[src/rtl/core/nrpc_pkg.sv]
// Package for the nearest palette color block.
// Holds field widths, codes, state encoding and the structs shared by the core modules.
package nrpc_pkg;

  localparam int DEF_ROWS = 8;
  localparam int DEF_COLS = 4;

  localparam int INDEX_W = 5;
  localparam int CHAN_W  = 8;
  localparam int COLOR_W = 3 * CHAN_W;
  localparam int ROW_W   = 3;
  localparam int COL_W   = 2;
  localparam int SQ_W    = 2 * CHAN_W;
  localparam int DIST_W  = 18;

  localparam logic KIND_LOAD  = 1'b0;
  localparam logic KIND_QUERY = 1'b1;

  typedef enum logic [2:0] {
    ST_CLEAR,
    ST_IDLE,
    ST_SCAN,
    ST_FLUSH,
    ST_HOLD
  } state_t;

  typedef struct packed {
    logic             valid;
    logic             first;
    logic             last;
    logic [ROW_W-1:0] row;
    logic [COL_W-1:0] col;
  } scan_tag_t;

  typedef struct packed {
    logic [ROW_W-1:0]  row;
    logic [COL_W-1:0]  col;
    logic [DIST_W-1:0] distance;
  } best_t;

endpackage

[src/rtl/core/nrpc_if.sv]
// Valid/ready channel interfaces for the nearest palette color block.
// Depends on nrpc_pkg for field widths.
interface nrpc_req_if;
  import nrpc_pkg::*;
  logic               valid;
  logic               ready;
  logic               kind;
  logic [INDEX_W-1:0] entry_index;
  logic [CHAN_W-1:0]  red;
  logic [CHAN_W-1:0]  green;
  logic [CHAN_W-1:0]  blue;
  modport source (output valid, kind, entry_index, red, green, blue, input ready);
  modport sink   (input valid, kind, entry_index, red, green, blue, output ready);
endinterface

interface nrpc_res_if;
  import nrpc_pkg::*;
  logic              valid;
  logic              ready;
  logic [ROW_W-1:0]  row_index;
  logic [COL_W-1:0]  column_index;
  logic [DIST_W-1:0] best_distance;
  modport source (output valid, row_index, column_index, best_distance, input ready);
  modport sink   (input valid, row_index, column_index, best_distance, output ready);
endinterface

[src/rtl/core/nrpc_mem.sv]
// Single-port palette memory with a registered read.
// Depends on nrpc_pkg for the color width.
module nrpc_mem #(
  parameter int DEPTH = nrpc_pkg::DEF_ROWS * nrpc_pkg::DEF_COLS,
  parameter int AW    = (DEPTH > 1) ? $clog2(DEPTH) : 1
) (
  input  logic                        clk,
  input  logic                        we,
  input  logic [AW-1:0]               addr,
  input  logic [nrpc_pkg::COLOR_W-1:0] wdata,
  output logic [nrpc_pkg::COLOR_W-1:0] rdata
);
  import nrpc_pkg::*;

  logic [COLOR_W-1:0] mem [DEPTH];

  always_ff @(posedge clk) begin
    if (we) begin
      mem[addr] <= wdata;
    end
    rdata <= mem[addr];
  end

endmodule

[src/rtl/core/nrpc_dist.sv]
// Distance pipeline: squared channel differences, then sum and running minimum.
// Depends on nrpc_pkg for widths and the scan tag and best structs.
module nrpc_dist (
  input  logic                         clk,
  input  logic                         rst,
  input  nrpc_pkg::scan_tag_t          tag,
  input  logic [nrpc_pkg::COLOR_W-1:0] entry,
  input  logic [nrpc_pkg::COLOR_W-1:0] query,
  output logic                         done,
  output nrpc_pkg::best_t              best
);
  import nrpc_pkg::*;

  function automatic logic [SQ_W-1:0] chan_sq(input logic [CHAN_W-1:0] a,
                                               input logic [CHAN_W-1:0] b);
    logic [CHAN_W-1:0] d;
    d = (a >= b) ? (a - b) : (b - a);
    return SQ_W'(d) * SQ_W'(d);
  endfunction

  scan_tag_t         tag_sq;
  logic [SQ_W-1:0]   sq_r;
  logic [SQ_W-1:0]   sq_g;
  logic [SQ_W-1:0]   sq_b;
  logic [DIST_W-1:0] sum;

  always_ff @(posedge clk) begin
    if (rst) begin
      tag_sq <= '0;
    end else begin
      tag_sq <= tag;
    end
    sq_r <= chan_sq(entry[3*CHAN_W-1:2*CHAN_W], query[3*CHAN_W-1:2*CHAN_W]);
    sq_g <= chan_sq(entry[2*CHAN_W-1:CHAN_W], query[2*CHAN_W-1:CHAN_W]);
    sq_b <= chan_sq(entry[CHAN_W-1:0], query[CHAN_W-1:0]);
  end

  assign sum = DIST_W'(sq_r) + DIST_W'(sq_g) + DIST_W'(sq_b);

  always_ff @(posedge clk) begin
    if (rst) begin
      done <= 1'b0;
    end else begin
      done <= tag_sq.valid && tag_sq.last;
    end
    if (tag_sq.valid && (tag_sq.first || (sum < best.distance))) begin
      best.row      <= tag_sq.row;
      best.col      <= tag_sq.col;
      best.distance <= sum;
    end
  end

endmodule

[src/rtl/core/nearest_palette_color.sv]
// Nearest palette color: palette of ROWS x COLS RGB entries, one entry read per cycle.
// A query scans all ROWS*COLS entries through the one memory port, and no new item
// is taken until its result has been registered for output.
// Reset runs a clearing pass that zeroes all ROWS*COLS palette entries; no item
// is taken until it ends. Depends on nrpc_pkg, nrpc_if, nrpc_mem and nrpc_dist.
module nearest_palette_color #(
  parameter int ROWS = nrpc_pkg::DEF_ROWS,
  parameter int COLS = nrpc_pkg::DEF_COLS
) (
  input logic        clk,
  input logic        rst,
  nrpc_req_if.sink   request,
  nrpc_res_if.source result
);
  import nrpc_pkg::*;

  localparam int DEPTH = ROWS * COLS;
  localparam int AW    = (DEPTH > 1) ? $clog2(DEPTH) : 1;
  localparam int RW    = (ROWS > 1) ? $clog2(ROWS) : 1;
  localparam int CW    = (COLS > 1) ? $clog2(COLS) : 1;

  state_t             state;
  state_t             state_next;
  logic [AW-1:0]      addr;
  logic [RW-1:0]      row;
  logic [CW-1:0]      col;
  logic               addr_last;
  logic               req_fire;
  logic               in_range;
  logic               out_free;
  logic               out_load;
  logic [COLOR_W-1:0] query;
  scan_tag_t          issue_tag;
  scan_tag_t          tag;
  logic               mem_we;
  logic [AW-1:0]      mem_addr;
  logic [COLOR_W-1:0] mem_wdata;
  logic [COLOR_W-1:0] mem_rdata;
  logic               done;
  best_t              best;

  assign addr_last = (addr == AW'(DEPTH - 1));
  assign req_fire  = request.valid && request.ready;
  assign in_range  = (32'(request.entry_index) < 32'(DEPTH));
  assign out_free  = !result.valid || result.ready;

  always_comb begin
    state_next = state;
    case (state)
      ST_CLEAR: if (addr_last) state_next = ST_IDLE;
      ST_IDLE:  if (req_fire && request.kind == KIND_QUERY) state_next = ST_SCAN;
      ST_SCAN:  if (addr_last) state_next = ST_FLUSH;
      ST_FLUSH: begin
        if (done) begin
          state_next = out_free ? ST_IDLE : ST_HOLD;
        end
      end
      ST_HOLD:  if (out_free) state_next = ST_IDLE;
      default:  state_next = ST_IDLE;
    endcase
  end

  always_comb begin
    request.ready = (state == ST_IDLE);
    out_load      = ((state == ST_FLUSH && done) || state == ST_HOLD) && out_free;
    mem_we        = 1'b0;
    mem_addr      = addr;
    mem_wdata     = '0;
    case (state)
      ST_CLEAR: mem_we = 1'b1;
      ST_IDLE: begin
        mem_addr  = AW'(request.entry_index);
        mem_wdata = {request.red, request.green, request.blue};
        mem_we    = req_fire && request.kind == KIND_LOAD && in_range;
      end
      default: ;
    endcase
  end

  always_comb begin
    issue_tag.valid = (state == ST_SCAN);
    issue_tag.first = (addr == '0);
    issue_tag.last  = addr_last;
    issue_tag.row   = ROW_W'(row);
    issue_tag.col   = COL_W'(col);
  end

  always_ff @(posedge clk) begin
    if (rst) begin
      state <= ST_CLEAR;
      addr  <= '0;
      row   <= '0;
      col   <= '0;
      tag   <= '0;
    end else begin
      state <= state_next;
      tag   <= issue_tag;
      if (state == ST_CLEAR || state == ST_SCAN) begin
        addr <= addr_last ? '0 : addr + AW'(1);
      end
      if (state == ST_SCAN) begin
        if (col == CW'(COLS - 1)) begin
          col <= '0;
          row <= row + RW'(1);
        end else begin
          col <= col + CW'(1);
        end
      end else begin
        row <= '0;
        col <= '0;
      end
    end
  end

  always_ff @(posedge clk) begin
    if (req_fire && request.kind == KIND_QUERY) begin
      query <= {request.red, request.green, request.blue};
    end
  end

  always_ff @(posedge clk) begin
    if (rst) begin
      result.valid <= 1'b0;
    end else if (out_load) begin
      result.valid <= 1'b1;
    end else if (result.ready) begin
      result.valid <= 1'b0;
    end
    if (out_load) begin
      result.row_index     <= best.row;
      result.column_index  <= best.col;
      result.best_distance <= best.distance;
    end
  end

  nrpc_mem #(
    .DEPTH (DEPTH),
    .AW    (AW)
  ) u_mem (
    .clk   (clk),
    .we    (mem_we),
    .addr  (mem_addr),
    .wdata (mem_wdata),
    .rdata (mem_rdata)
  );

  nrpc_dist u_dist (
    .clk   (clk),
    .rst   (rst),
    .tag   (tag),
    .entry (mem_rdata),
    .query (query),
    .done  (done),
    .best  (best)
  );

endmodule

[src/flat_wrapper.sv]
// flat-port wrapper written by rule: the top's interface ports become plain ports
module nearest_palette_color_flat import nrpc_pkg::*;
#(
  parameter int ROWS = nrpc_pkg::DEF_ROWS,
  parameter int COLS = nrpc_pkg::DEF_COLS
)
  (clk, rst, request_valid, request_kind, request_entry_index, request_red, request_green, request_blue, request_ready, result_valid, result_row_index, result_column_index, result_best_distance, result_ready);
  nrpc_req_if request_i ();
  nrpc_res_if result_i ();
  input logic clk;
  input logic rst;
  input wire logic [$bits(request_i.valid)-1:0] request_valid;
  input wire logic [$bits(request_i.kind)-1:0] request_kind;
  input wire logic [$bits(request_i.entry_index)-1:0] request_entry_index;
  input wire logic [$bits(request_i.red)-1:0] request_red;
  input wire logic [$bits(request_i.green)-1:0] request_green;
  input wire logic [$bits(request_i.blue)-1:0] request_blue;
  output wire logic [$bits(request_i.ready)-1:0] request_ready;
  output wire logic [$bits(result_i.valid)-1:0] result_valid;
  output wire logic [$bits(result_i.row_index)-1:0] result_row_index;
  output wire logic [$bits(result_i.column_index)-1:0] result_column_index;
  output wire logic [$bits(result_i.best_distance)-1:0] result_best_distance;
  input wire logic [$bits(result_i.ready)-1:0] result_ready;
  assign request_i.valid = request_valid;
  assign request_i.kind = request_kind;
  assign request_i.entry_index = request_entry_index;
  assign request_i.red = request_red;
  assign request_i.green = request_green;
  assign request_i.blue = request_blue;
  assign request_ready = request_i.ready;
  assign result_valid = result_i.valid;
  assign result_row_index = result_i.row_index;
  assign result_column_index = result_i.column_index;
  assign result_best_distance = result_i.best_distance;
  assign result_i.ready = result_ready;
  nearest_palette_color #(.ROWS(ROWS), .COLS(COLS)) u_core (.clk(clk), .rst(rst), .request(request_i), .result(result_i));
endmodule
[config.mk]
export PLATFORM = sky130hd
export DESIGN_NAME = nearest_palette_color_flat
export DESIGN_NICKNAME = d
export VERILOG_FILES = /design/src/rtl/core/nrpc_pkg.sv /design/src/rtl/core/nrpc_if.sv /design/src/rtl/core/nrpc_mem.sv /design/src/rtl/core/nrpc_dist.sv /design/src/rtl/core/nearest_palette_color.sv /design/src/flat_wrapper.sv
export SDC_FILE = /design/constraint.sdc
export NUM_CORES = 1
export LEC_CHECK = 0
export BUFFER_PORTS_ARGS = -buffer_cell sky130_fd_sc_hd__buf_2
export CAP_MARGIN = 20
export CORE_MARGIN = 1.5
export CORE_UTILIZATION = 63
export DETAILED_ROUTE_END_ITERATION = 8
export PLACE_DENSITY_LB_ADDON = 0.12
export SLEW_MARGIN = 15
export SYNTH_ARGS = -nofsm -noshare
export SYNTH_HDL_FRONTEND = slang
export SYNTH_SLANG_ARGS = --single-unit
[constraint.sdc]
create_clock -name clk -period 6.85 [get_ports clk]
set_input_delay 1.37 -clock clk [delete_from_list [all_inputs] [get_ports clk]]
set_output_delay 1.37 -clock clk [all_outputs]
set_load 0.02 [all_outputs]
==> impl_metrics.json, run 1 <==
{
  "drc": 0,
  "critical_path_class": "reg -> reg",
  "vias_per_cell": 6.37,
  "first_global_vias": 22800,
  "worstPathCellList": "ha_1, a21o_1, a21o_1, a211oi_4, mux2i_1, xnor2_2, nor2_1, inv_1, fa_1, inv_1, fa_1, inv_1, fa_1, fa_1, inv_1, ha_1, o21a_1, o31a_1, o31ai_1, or4b_2, o211ai_1",
  "hold_buffers": 0,
  "fin_crit_sh_pct": 94.3,
  "r2r_cells": 21,
  "leakage_nw": 18.5,
  "max_stage_delay_ns": 0.63,
  "sw_frac_of_total_pct": 38.2,
  "p_int_w": 0.0155,
  "globalRouteOverflowTotal": 0,
  "cp_slowest_cell": "or4b_2",
  "cts_made_buffers": 92,
  "relSlewSlack_pct": 17.7,
  "final_util_pct": 70.7,
  "hold_depth": 0,
  "p_comb_share_pct": 53.2,
  "ant_nets": 0,
  "synth.avg_cell_area_um2": 16.8,
  "rr_startpoint": "u_core.query[5]",
  "cp_max_fo": 11,
  "clockPowerShare_pct": 19.6,
  "numPortBuffers": 58,
  "area_growth_syn_to_layout_pct": 11.2,
  "layout.cells.non_filler": 3547,
  "synth_top_area_share_pct": 60.3,
  "crit_path_start_kind": "register",
  "synthDistinctLibCells": 59,
  "worstMarginPinSlew_ns": 1.23,
  "vias": 22600,
  "cts_buffer_depth": 3,
  "grt_max_degree": 95,
  "tns_ns": 0,
  "clk_latency_ns": 0.66,
  "grt_pass1_wl_um": 143000,
  "setup.worst_path.end": "u_core.u_dist.sq_b[12]",
  "end_kind": "register",
  "pin_count": 59,
  "ys_ff_latch": 938,
  "netlist_instances": 2478,
  "cts_root_buf": "clkbuf_16",
  "die_w_um": 260,
  "r2r_slack_ns": 0.39,
  "synth_most_common_cell": "edfxtp_1",
  "period_needed_ns": 6.46,
  "required_ns": 7.42,
  "timing.fmax_mhz": 155,
  "yosysTopAreaCell": "edfxtp_1",
  "whs_ns": 0.406,
  "dp_cells": 3374,
  "hpwl_um": 58100,
  "hold_class": "reg -> reg",
  "clkSinkCount": 938,
  "syn_area_um2": 41700,
  "synth_common_cells": "edfxtp_1 (838), inv_1 (215), mux4_2 (192)",
  "dr.pass1.iters": 5,
  "net-switching-power_w": 0.00956,
  "hold_viol_final": 0,
  "die_area_um2": 67800,
  "cp_data_arrival_time_ns": 7.03,
  "finalSetupViolCount": 0,
  "r2r-end": "u_core.u_dist.sq_b[12]",
  "yosysWarnings": 0,
  "rsz0062_at_grt": "no",
  "irDropWorstVdd_v": 0.000670,
  "path_clk_slew_ns": 0.06,
  "htreeDepth": 3,
  "synth_area_leaders": "edfxtp_1 (60%), mux4_2 (10%), ha_1 (5.1%)",
  "synth_edf_count": 838,
  "crit_start": "u_core.query[5]",
  "routedWlPerCell_um": 27.4,
  "finalClockSkew_ns": 0.0200,
  "power_frac_seq_pct": 27.2,
  "drv_cap": 0,
  "grt_usage_pct": 29.4,
  "post_route_cells_drive_above_1_share_pct": 19.6,
  "core_um2": 65600,
  "final_nets": 2909,
  "synth-main-ff-cell": "edfxtp_1",
  "num_rows": 94,
  "initial_utilization_pct": 63.6,
  "drv_slew": 0,
  "drtIter0Drc": 2787,
  "gp_congestion": 0.831,
  "antenna_found_initial": 8,
  "routed_wirelength_um": 97000,
  "synthArstFlopShare_pct": 0,
  "yosysSeqAreaShare_pct": 65.1,
  "run_status": "completed",
  "cts_tree": "done",
  "power_w": 0.0250,
  "power_density_nw_per_um2": 539,
  "die_h_um": 260
}
## cell type report
| class | count | area, um^2 |
|---|---|---|
| flip-flops and latches | 938 | 27200 |
| fillers | 4065 | 19200 |
| multi-input cells | 1234 | 13600 |
| clock buffers | 116 | 2400 |
| well taps | 864 | 1080 |
| repair buffers | 126 | 838 |
| inverters | 215 | 807 |
| clock inverters | 52 | 507 |
| diodes | 2 | 5.00 |
## registers in the layout, summed over array words and instances, names as in the netlist, 5 cells and up
signal / count
u_core.u_dist.sq_g: 15
u_core.result.best_distance: 18
u_core.u_mem.rdata: 24
u_core.u_mem.mem: 768
u_core.u_dist.sq_r: 15
u_core.u_dist.tag_sq: 8
u_core.u_dist.sq_b: 15
u_core.tag: 8
u_core.addr: 5
u_core.query: 24
u_core.u_dist.best: 23
## how the worst min path moves through the flow
| stage | slack [ns] | end | start |
|---|---|---|---|
| global placement | 0.39 | u_core.u_dist.best[21] | u_core.u_dist.tag_sq[3] |
| detailed placement | 0.40 | u_core.u_dist.best[19] | u_core.u_dist.tag_sq[1] |
| CTS | 0.41 | u_core.u_dist.best[18] | u_core.u_dist.tag_sq[0] |
| finish | 0.41 | u_core.u_dist.best[18] | u_core.u_dist.tag_sq[0] |
| floorplan | 0.39 | u_core.u_dist.best[18] | u_core.u_dist.tag_sq[0] |
| global route | 0.41 | u_core.u_dist.best[22] | u_core.u_dist.tag_sq[4] |
## cells in the final DEF (no fill, tap or decap), types with 6 or more instances in the layout
master and count:
nor2_1 109, buf_4 65, clkinv_2 15, mux4_2 192
o21a_1 7, nand2_1 42, inv_1 215, bufinv_16 7
and2_1 29, or2_2 20, xnor2_1 45, mux2i_1 24
nor2b_1 21, clkinv_1 18, a211oi_1 8, fa_1 97
clkbuf_16 92, and3_1 7, nand4_1 37, nor3_1 14
o21ai_0 27, nor2_4 32, xor2_1 28, clkbuf_1 23
nand3_1 15, a31oi_1 21, inv_6 7, a21oi_1 65
o21bai_1 6, edfxtp_1 838, a21o_1 42, ha_1 171
dfxtp_1 100, buf_2 58, a22oi_1 97, nand2b_1 8
## power groups by stage
stage / registers (W) / clock network [W] / logic [W]
6_report: 0.00682 / 0.00490 / 0.0133
3_3_place_gp: 0.00694 / 0 / 0.0130
4_1_cts: 0.00683 / 0.00496 / 0.0134
2_1_floorplan: 0.00688 / 0 / 0.0106
3_5_place_dp: 0.00695 / 0 / 0.0133
5_1_grt: 0.00683 / 0.00517 / 0.0153
## worst max-delay path, delay by kind of cell, from the launching register on
kind	cells	cell delay [ns]
buffers and inverters	4	0.23
AO/OA/AOI/OAI	7	1.59
flip-flops	1	0.39
AND/OR/NAND/NOR	2	0.87
adder cells (fa/ha/maj)	6	2.77
multiplexers	1	0.34
XOR/XNOR	1	0.21
## through the flow
| stage | setup WS (ns) | area, um^2 |
|---|---|---|
| 5_1_grt | 0.0192 | 46400 |
| 3_5_place_dp | 0.221 | 43400 |
| 6_report | 0.393 | 46400 |
| 4_1_cts | 0.212 | 46300 |
| 2_1_floorplan | 0.588 | 41700 |
| 3_3_place_gp | 0.508 | 43400 |
## layer usage
layer | vias to the layer above | track usage, % | part of all wire, %
met5 | - | 0 | 0.031
met4 | 4 | 10.3 | 3.0
met3 | 183 | 6.87 | 10
met2 | 1142 | 49.4 | 50
met1 | 11500 | 38.0 | 37
li1 | 9725 | - | -
## cell families after synthesis
family                   after synthesis  share of synthesized area (%)
AO/OA/AOI/OAI                        308                           5.08
XOR/XNOR                              78                           1.69
adder cells (fa/ha/maj)              268                           9.78
buffers and inverters                307                           3.09
flip-flops                           938                           65.1
multiplexers                         219                           11.0
other                                  2                         0.0180
AND/OR/NAND/NOR                      358                           4.22
## repair_timing
action                     in CTS  in global routing
resized for setup               0                  2
hold endpoints to repair        0                  0
buffers inserted                0                  3
setup endpoints to repair       0                  2
Power figures use the tool's default switching activity.
==> run 2, diff against run 1 <==
SYNTH_HIERARCHICAL = 1   (was not set)
==> run 2 against run 1 <==
First-iteration DRC count is 32% lower. Worst hold slack lost 0.0037 ns. Routed wire length fell by 4.2%. Worst setup slack got worse by 0.084 ns. Combinational power is essentially flat. Sequential share of layout area down 1.2 points. Critical path type unchanged. Critical path depth up 3. Fmax is 1.3% lower. Largest cell class unchanged. Sequential power barely moved. Register-to-register slack worse by 0.08 ns. Sequential cell count did not move. Critical endpoint is now u_core/u_dist/sq_r[14].
==> impl_metrics.json, run 2 <==
{
  "cp_max_fo": 8,
  "grt_max_degree": 111,
  "hold_viol_final": 0,
  "synth_most_common_cell": "edfxtp_1",
  "drv_cap": 0,
  "seq_area_um2": 27200,
  "multi_input_area_um2": 14200,
  "layout.cells.non_filler": 3957,
  "largest_registers": "u_core/u_mem/mem: 768 flops, u_core/query: 24 flops, u_core/u_mem/rdata: 24 flops",
  "worstMarginPinSlew_ns": 1.19,
  "post_route_cells_drive_above_1_share_pct": 12.8,
  "hold_class": "reg -> reg",
  "r2r_slack_ns": 0.31,
  "vias": 24200,
  "run_status": "completed",
  "path_clk_slew_ns": 0.06,
  "final_area_um2": 47300,
  "num_rows": 95,
  "cts_made_buffers": 91,
  "hpwl_um": 57000,
  "fin_crit_sh_pct": 95.5,
  "final_nets": 3316,
  "crit_path_start_kind": "register",
  "routedWlPerCell_um": 23.5,
  "syn_area_um2": 42700,
  "cts_tree": "done",
  "gp_congestion": 0.868,
  "power_density_nw_per_um2": 534,
  "synth-main-ff-cell": "edfxtp_1",
  "setup_ws_ns": 0.309,
  "routed_wirelength_um": 93000,
  "antenna_found_initial": 5,
  "numPortBuffers": 58,
  "die_area_um2": 69400,
  "grt_pass1_wl_um": 142000,
  "synth_area_leaders": "edfxtp_1 (59%), mux2i_1 (9.5%), ha_1 (5.1%)",
  "grt_usage_pct": 27.0,
  "drv_slew": 0,
  "synth_common_cells": "edfxtp_1 (838), mux2i_1 (406), inv_1 (234)",
  "pin_count": 59,
  "cp_data_arrival_time_ns": 7.12,
  "core_um2": 67200,
  "globalRouteOverflowTotal": 0,
  "period_needed_ns": 6.54,
  "pre_cts_ws_ns": -0.00843,
  "drtIter0Drc": 1908,
  "die_h_um": 263,
  "synth_top_area_share_pct": 58.9,
  "synthArstFlopShare_pct": 0,
  "dr.pass1.iters": 5,
  "drc": 0,
  "dp_cells": 3771,
  "first_global_vias": 24600,
  "cts_buffer_depth": 3,
  "htreeDepth": 3,
  "cts_root_buf": "clkbuf_16",
  "yosysTopAreaCell": "edfxtp_1",
  "hp-start": "u_core/u_dist/tag_sq[4]",
  "vias_per_cell": 6.10,
  "area_growth_syn_to_layout_pct": 10.8,
  "irDropWorstVdd_v": 0.000742,
  "worstHoldEndpoint": "u_core/u_dist/best[22]",
  "required_ns": 7.43,
  "synth.avg_cell_area_um2": 14.8,
  "synthDistinctLibCells": 85,
  "leakage_nw": 18.1,
  "hold_depth": 0,
  "largest_reg_flops": 768,
  "timing.fmax_mhz": 153,
  "netlist_instances": 2886,
  "critical_path_class": "reg -> reg",
  "largest_register": "u_core/u_mem/mem",
  "end_kind": "register",
  "synth_edf_count": 838,
  "layout_commonest_cell": "edfxtp_1",
  "clkSinkCount": 938,
  "rr_startpoint": "u_core/u_mem/rdata[16]",
  "place_area_um2": 44100,
  "yosysWarnings": 6,
  "relSlewSlack_pct": 19.7,
  "r2r-end": "u_core/u_dist/sq_r[14]",
  "die_w_um": 263,
  "n_fill_cell": 4486,
  "finalSetupViolCount": 0,
  "ant_nets": 0,
  "yosysSeqAreaShare_pct": 63.6,
  "initial_utilization_pct": 63.6,
  "finalClockSkew_ns": 0.0456,
  "clk_latency_ns": 0.65,
  "ys_ff_latch": 938,
  "r2r_cells": 24,
  "layout_common_cells": "edfxtp_1 (838), mux2i_1 (404), inv_1 (234)"
}
==> run 2: cell count changes after synthesis, moves of 13 or more <==
cell and change:
mux2i_1 +382, mux4_2 -192, o22ai_1 +171, a22oi_1 -96, nor4_1 +50, buf_2 +46, nand4_1 -26, o22ai_2 +20
inv_1 +19, clkbuf_1 -15, nand2_1 +15, a21o_1 -13
==> run 2: logic make-up (layout without fill, tap and decap cells) <==
family	Yosys count	in the layout	synth area share, %
adders and majority gates	271	271	9.64
other	2	4	0.0176
muxes	411	411	9.64
DFF	938	938	63.6
AOI/OAI and AO/OA	396	396	6.26
and+or+nand+nor	441	441	5.59
buffers and inverters	354	550	3.61
xor gates and xnor gates	73	73	1.65
==> run 2: per-layer routing <==
layer | GRT usage (%) | share of wire [%] | vias up
met5 | 0 | 0.042 | -
met4 | 9.03 | 3.3 | 6
met3 | 3.97 | 5.8 | 186
met2 | 47.1 | 51 | 773
met1 | 34.7 | 40 | 12200
li1 | - | - | 11000
==> run 2: stage by stage <==
stage / utilization [%] / setup TNS (ns) / power, W / hold slack, ns
after floorplan: - / 0 / 0.0173 / 0.386
after global placement: 65.7 / 0 / 0.0200 / 0.389
after detailed placement: 65.7 / -0.00843 / 0.0205 / 0.391
after CTS: 70.0 / 0 / 0.0254 / 0.404
after global routing: 70.5 / -0.0107 / 0.0274 / 0.414
final: 70.5 / 0 / 0.0252 / 0.402
==> run 2: layout make-up <==
class                      count  share of cell area [%]
inverter                     234                    1.86
antenna                        1                 0.00529
tap                          873                    2.31
sequential                   938                    57.4
timing repair buffer         151                    2.32
multi-input combinational   1595                    30.0
clock inverter                48                   0.859
clock buffer                 117                    5.24
==> run 2: worst max-delay path by stage <==
stage                           start  cells past startpoint                endpoint  slack, ns
2_1_floorplan        u_core/query[17]                     21  u_core/u_dist/sq_r[14]       0.26
3_3_place_gp   u_core/u_mem/rdata[16]                     23  u_core/u_dist/sq_r[14]       0.11
3_5_place_dp         u_core/query[16]                     22  u_core/u_dist/sq_r[14]     -0.008
4_1_cts              u_core/query[16]                     23  u_core/u_dist/sq_r[14]       0.04
5_1_grt        u_core/u_mem/rdata[16]                     25  u_core/u_dist/sq_r[14]     -0.008
6_report       u_core/u_mem/rdata[16]                     24  u_core/u_dist/sq_r[14]       0.31
==> run 2: where the power goes <==
group	switching [W]	internal (W)
registers	0.000135	0.00670
clock network	0.00209	0.00269
logic	0.00779	0.00584
total	0.0100	0.0152
==> run 2: timing repair <==
| item | CTS | global route |
|---|---|---|
| setup endpoints to repair | 1 | 13 |
| setup buffers | 0 | 5 |
| resized for setup | 1 | 9 |
| pin swaps | 0 | 4 |
| hold buffers | 0 | 0 |
==> run 2: critical path: stages (launching register included) <==
cell and delay [ns]:
dfxtp_1 0.32, inv_1 0.06, ha_1 0.15, inv_1 0.06, fa_1 0.39, a21o_2 0.24
a221o_1 0.37, o41ai_4 0.21, buf_4 0.19, mux2i_2 0.33, xnor2_4 0.15, or2_2 0.33
fa_1 0.54, inv_1 0.08, fa_1 0.52, fa_1 0.56, inv_1 0.06, fa_1 0.53
inv_1 0.04, ha_1 0.19, or3_1 0.38, a21oi_2 0.15, o21ai_1 0.13, or4_1 0.41
nand4_1 0.10
